===== config.mk =====
export PLATFORM = sky130hd
export DESIGN_NAME = swrtt_ctrl
export DESIGN_NICKNAME = d
export VERILOG_FILES = /design/src/hw/rtl/swrtt_pkg.sv /design/src/hw/rtl/swrtt_ctrl.sv
export SDC_FILE = /design/constraint.sdc
export NUM_CORES = 1
export LEC_CHECK = 0
export ABC_AREA = 1
export BUFFER_PORTS_ARGS = -buffer_cell sky130_fd_sc_hd__clkbuf_2
export CORE_AREA = 4 4 41 43
export CTS_CLUSTER_SIZE = 28
export DETAILED_ROUTE_END_ITERATION = 16
export DIE_AREA = 0 0 45 47
export MAX_ROUTING_LAYER = met4
export SYNTH_ARGS = -nofsm -noshare
export SYNTH_HDL_FRONTEND = slang
export SYNTH_SLANG_ARGS = --single-unit

===== constraint.sdc =====
create_clock -name clk -period 2 [get_ports clk]
set_clock_uncertainty 0.15 [all_clocks]
set_input_delay 0.2 -clock clk [delete_from_list [all_inputs] [get_ports clk]]
set_output_delay 0.2 -clock clk [all_outputs]
set_load 0.02 [all_outputs]

===== src/hw/rtl/swrtt_pkg.sv =====
// shared types and constants of the sliding window rtt controller
package swrtt_pkg;

  // item command codes
  localparam logic [1:0] CMD_SEND  = 2'd0;
  localparam logic [1:0] CMD_ACK   = 2'd1;
  localparam logic [1:0] CMD_TIMER = 2'd2;

  // result status codes
  localparam logic [1:0] ST_OK      = 2'd0;
  localparam logic [1:0] ST_IGNORED = 2'd1;
  localparam logic [1:0] ST_REFUSED = 2'd2;

  // configuration register indexes
  localparam logic [1:0] REG_WINDOW_MAX  = 2'd0;
  localparam logic [1:0] REG_SLOW_THR    = 2'd1;
  localparam logic [1:0] REG_TIMEOUT_CAP = 2'd2;

  // reset values
  localparam logic [9:0]  WINDOW_MAX_RST  = 10'd300;
  localparam logic [9:0]  SLOW_THR_RST    = 10'd51;
  localparam logic [15:0] TIMEOUT_CAP_RST = 16'd1000;
  localparam logic [31:0] RTT_RST         = 32'd500;
  localparam logic [31:0] DEV_RST         = 32'd50;
  localparam logic [31:0] TIMEOUT_RST     = 32'd700;

  // divide-by-five unit: eight dividend bits per step, five steps
  localparam int DIV_BITS  = 8;
  localparam int DIV_STEPS = 5;
  localparam int DIV_W     = DIV_BITS * DIV_STEPS;
  localparam int DIV_CNT_W = 3;

  typedef enum logic [2:0] {
    S_IDLE,
    S_CHECK,
    S_ACKRD,
    S_EST,
    S_DIV,
    S_COMMIT,
    S_CLOSE,
    S_FINISH
  } swrtt_state_t;

  typedef struct packed {
    logic [9:0]  window_max;
    logic [9:0]  slow_threshold;
    logic [15:0] timeout_cap_ms;
  } swrtt_cfg_t;

  // commands from the controller to the datapath
  typedef struct packed {
    logic load;
    logic send;
    logic timer;
    logic ignore;
    logic mark;
    logic est;
    logic div_step;
    logic commit;
    logic close;
  } swrtt_dp_cmd_t;

  // status from the datapath to the controller
  typedef struct packed {
    logic [1:0] cmd_code;
    logic       ack_ok;
    logic       slot_acked;
    logic       resent;
    logic       div_last;
    logic       all_acked;
  } swrtt_dp_stat_t;

  // one result item
  typedef struct packed {
    logic [1:0]  status;
    logic [31:0] seq_assigned;
    logic [31:0] rtt_ms;
    logic [31:0] deviation_ms;
    logic [31:0] timeout_ms;
    logic [9:0]  window_now;
    logic        collecting;
    logic        window_closed;
    logic [9:0]  resend_count;
  } swrtt_res_t;

endpackage


===== src/hw/rtl/swrtt_ctrl.sv =====
// controller state machine sequencing one item through the datapath
module swrtt_ctrl (
  input  logic                     clk,
  input  logic                     rst,
  input  logic                     in_valid,
  input  logic                     out_free,
  input  swrtt_pkg::swrtt_dp_stat_t stat,
  output logic                     in_stall,
  output logic                     out_load,
  output swrtt_pkg::swrtt_dp_cmd_t  ctl
);
  import swrtt_pkg::*;

  swrtt_state_t state, state_next;

  // state register
  always_ff @(posedge clk) begin
    if (rst) begin
      state <= S_IDLE;
    end else begin
      state <= state_next;
    end
  end

  // next state and commands
  always_comb begin
    state_next = state;
    ctl        = '0;
    in_stall   = 1'b1;
    out_load   = 1'b0;
    unique case (state)
      S_IDLE: begin
        in_stall = 1'b0;
        if (in_valid) begin
          ctl.load   = 1'b1;
          state_next = S_CHECK;
        end
      end
      S_CHECK: begin
        unique case (stat.cmd_code)
          CMD_SEND: begin
            ctl.send   = 1'b1;
            state_next = S_FINISH;
          end
          CMD_TIMER: begin
            ctl.timer  = 1'b1;
            state_next = S_FINISH;
          end
          CMD_ACK: begin
            if (stat.ack_ok) begin
              state_next = S_ACKRD;
            end else begin
              ctl.ignore = 1'b1;
              state_next = S_FINISH;
            end
          end
          default: begin
            state_next = S_FINISH;
          end
        endcase
      end
      S_ACKRD: begin
        // slot word is back from memory
        if (stat.slot_acked) begin
          ctl.ignore = 1'b1;
          state_next = S_FINISH;
        end else begin
          ctl.mark   = 1'b1;
          state_next = stat.resent ? S_CLOSE : S_EST;
        end
      end
      S_EST: begin
        ctl.est    = 1'b1;
        state_next = S_DIV;
      end
      S_DIV: begin
        ctl.div_step = 1'b1;
        if (stat.div_last) begin
          state_next = S_COMMIT;
        end
      end
      S_COMMIT: begin
        ctl.commit = 1'b1;
        state_next = S_CLOSE;
      end
      S_CLOSE: begin
        ctl.close  = stat.all_acked;
        state_next = S_FINISH;
      end
      S_FINISH: begin
        if (out_free) begin
          out_load   = 1'b1;
          state_next = S_IDLE;
        end
      end
      default: begin
        state_next = S_IDLE;
      end
    endcase
  end

endmodule


; Word level (Yosys, flattened, before mapping)
; Index checks and enable logic that the tools add are counted.
[word_totals]
ff_bits = 3
latchBits = 0
mem_bits_rw = 0
romBits = 0
inputBits = 11
output_inout_bits = 11
elab_cells = 42
n_memories = 0
[classes]
n_addsub = 0
n_mul = 0
div_mod_pow = 0
magnitude_cmp = 0
n_eq_ne = 12
shifts = 0
muxes = 26
bitwise_logic = 0
reduce_logical = 3
[op_table]
columns = cell, n
row1 = 3-bit one-hot mux with 8 select lines, 1
row2 = 3-bit 2-to-1 mux, 7
row3 = 1-bit 2-to-1 mux, 16
row4 = 3-bit == test (second input constant), 4
row5 = 3-bit by 2-bit == test with 1-bit output (second input constant), 2
row6 = 2-bit inequality test (second input constant), 3
row7 = 3-bit by 1-bit == test with 1-bit output (second input constant), 1
row8 = 3-bit zero test, 1
row9 = 3-bit AND reduction, 1
row10 = 2-bit by 1-bit == test with 1-bit output (second input constant), 1
row11 = 2-bit == test (second input constant), 1
row12 = 2-bit zero test, 1
row13 = 2-bit 2-to-1 mux, 1
row14 = 1-bit one-hot mux with 2 select lines, 1

; Logic depth before layout (Yosys ltp)
[logic_depth]
ltp_word = 3
mapped_depth = 9
ltp_nobuf = 9

; Least setup slack after synthesis
; OpenSTA, ideal clock, no wires.
[synth_timing]
path_kind = reg-to-output
start = register state[1]
end = output port ctl[5] in the netlist's numbering
arrival_ps = 1243
required_ps = 1650
path_slack_ps = 407
path_stages_with_launch = 5
path_buffers = 0
cell_sequence = dfxtp_1 > inv_1 > ha_1 > nand2_2 > o32ai_1
[synth_rtl]
columns = item, line_no
row1 = start: declaration, swrtt_ctrl.sv:14  ; swrtt_state_t state, state_next;
row2 = start signal: assignment, swrtt_ctrl.sv:21  ; state <= state_next;
row3 = end: declaration, swrtt_ctrl.sv:10  ; output swrtt_pkg::swrtt_dp_cmd_t ctl

==> impl_results.md <==
- Vias: 466
- Number of global-route vias before repair: 418
- Flop pwr share: 0.179
- Fill cells: 145
- Initial antenna violation count: 0
- Status: finished clean
- RSZ-0062 raised after global routing: false
- Min Tclk post-route: 1.785 ns
- Max_cap viols: 0
- Setup CP Type: flop to primary output
- Buf/Inv on CP: 4
- CP max FO: 4
- Largest net degree at the start of global routing: 8
- Initial DRC Count: 8
- ANT cells: 0
- Via density: 4.396
- Switching power share of the total: 0.5126
- Max-slew violations: 0
- CTS Buffer Depth: 2
- Remaining DRCs: 0
- Drt first pass iters: 4
- Startpoint types: flop
- Critical-path top delay cell: dfxtp_1
- Post-CTS resize count: 0
- DP HPWL: 872.1 um
- Clk sink count: 3
- Grt total ovfl: 0
- Lkg Pwr: 0.3400 nW
- Cts-stage hold buffer count: 0
- Hold Violations, Final: 0
- Highest Clock Rate: 560.3 MHz
- Fin crit share: 0.8924
- Peak VDD IR: 0.5789 mV
- Critical path capture point type: primary output
- Inst Count DP: 102
- Fraction of layout cells with a size suffix above 1: 0.3736
- PD cells: 1142 mW/mm2
- Number of clock buffers inserted by TritonCTS: 3
- # IOs: 22
- First-pass GRT wire length: 1.725 mm
- Total wire length after detailed routing: 986 um
- TritonCTS clock tree: done
- Crit-path max cell delay: 0.33 ns
- Nets@finish: 107
- Max-Slew Margin vs Limit: 0.8233
- CP most frequent cell: inv_1
- Total GRT Usage: 0.1204
- Worst Path Arrival: 1.43 ns
- Worst skew pair latency: 0.23 ns
- Count of different cell masters after synthesis: 19
- Clock Power Share: 0.173
- Clock-pin slew on the worst setup and hold paths: 0.04 ns
- Top delay family on crit path: buffers and inverters
- Die Y: 47 um
- Hold crit path type: primary input to flop
- I/O Buffers: 21
- Area grow syn2layout: 38.83%
- Regs by FF count: state (3)
- CP Cell Sequence: inv_1 > ha_1 > inv_1 > nor2_1 > inv_1 > o32ai_1 > clkbuf_2
- Root Buffer: clkbuf_4
- Post-CTS setup buffer count: 0
- Worst Max-Slew Pin Slew: 0.2647 ns
- Sequential fraction of the synthesis area: 0.1553
- GPL Wtd Cong: 0.8784
- Register with the most flip-flops: state
- Setup TNS Final: 0 ns
- Starting density of the core: 0.2971
- Psw: 0.3142 mW
- Combinational share of power: 0.648
- Wire per inst: 9.302 um
- Routed Antenna Nets: 0
- H-Tree Depth: 1
- Worst EP required: 1.65 ns
- Number of flip-flops in the largest register: 3
- Yosys warns: 0
- Synthesized area: 386.6 um2
- Multi-input gate area: 266.5 um2
- Mapped Cells: 66
- Die span in x: 45 um
- Register area: 60.06 um2
- Synthesized net count: 81
- Yosys reg bits: 3
- Final count of negative-setup-slack endpoints: 0
- Cell Rows: 13
- Post-synthesis area per instance: 5.858 um2
- Int Pwr: 0.2988 mW
- Core Region: 0.001301 mm2
- Die area: 0.002115 mm2
- Non-filler cells in the finished layout: 106
[cells in the mapped netlist]
| library cell | number | area share |
|---|---|---|
| ha_1 | 4 | 0.13 |
| inv_2 | 3 | 0.029 |
| nor3_1 | 2 | 0.026 |
| o21bai_1 | 1 | 0.019 |
| nand4_1 | 1 | 0.016 |
| nand2_2 | 3 | 0.049 |
| nand3_2 | 1 | 0.026 |
| o32ai_1 | 1 | 0.023 |
| o21ai_1 | 2 | 0.026 |
| nor2_2 | 1 | 0.016 |
| nand3_1 | 3 | 0.039 |
| o21ai_0 | 1 | 0.013 |
| nand2_1 | 14 | 0.14 |
| dfxtp_1 | 3 | 0.16 |
| nor2_4 | 2 | 0.058 |
| clkinv_1 | 1 | 0.0097 |
| a21oi_1 | 2 | 0.026 |
| inv_1 | 12 | 0.12 |
| nor2_1 | 9 | 0.087 |
[worst paths after layout]
kind / start / to / slack (ns) / cells past startpoint
setup / recovery: state[0] / ctl[5] / 0.22 / 7
setup reg to reg: state[0] / state[2] / 0.47 / 8
hold reg to reg: state[1] / state[1] / 0.38 / 2
hold / removal: rst / state[2] / 0.01 / 2
[cells by family after synthesis]
group	Yosys count	share of synthesized area
AND/OR/NAND/NOR	36	0.4531
flip-flops	3	0.1553
AO/OA/AOI/OAI	7	0.1068
buffers and inverters	16	0.1553
adder cells (fa/ha/maj)	4	0.1295
[power by group through the flow]
stage	Clock (mW)	Combinational [mW]	Sequential (mW)
2_1_floorplan	0	0.299	0.104
3_3_place_gp	0	0.395	0.109
3_5_place_dp	0	0.397	0.111
4_1_cts	0.111	0.398	0.110
5_1_grt	0.116	0.446	0.116
6_report	0.106	0.397	0.110
[layer usage]
layer / vias to the layer above / track usage / routed length (um)
met5: - / - / 0
met4: 0 / 0.05263 / 7
met3: 2 / 0.05747 / 97
met2: 19 / 0.1610 / 425
met1: 193 / 0.1512 / 455
li1: 252 / - / -
[cell usage in the layout (no fill, tap or decap)]
cell and instances:
clkbuf_2 21, nand2_1 14, inv_1 12, nor2_1 9, ha_1 4, nand2_2 3
inv_2 3, nand3_1 3, clkbuf_4 3, dfxtp_1 3, nor3_1 2, nor2_4 2
o21ai_1 2, a21oi_1 2, o32ai_1 1, clkinv_1 1, nand3_2 1, o21bai_1 1
o21ai_0 1, nand4_1 1, nor2_2 1, clkbuf_1 1
[area by class of cell]
cell class	count	share of cell area
timing repair buffer	21	0.1958
sequential	3	0.1119
multi-input combinational	47	0.4965
clock buffer	4	0.04895
tap	15	0.03497
inverter	16	0.1119
[stage by stage]
step	setup WS, ns	utilization	total power [mW]	cell area, um2	hold WS (ns)
6_report	0.2153	0.4125	0.6131	536.8	0.01100
5_1_grt	0.07815	0.4125	0.6773	536.8	0.02088
4_1_cts	0.1982	0.4125	0.6193	536.8	0.003493
3_5_place_dp	0.4519	0.3923	0.5080	510.5	0.2513
3_3_place_gp	0.5028	0.3923	0.5045	510.5	0.2529
2_1_floorplan	0.4069	-	0.4035	386.6	0.1191
Note: power is estimated with default switching activity, not from simulation.
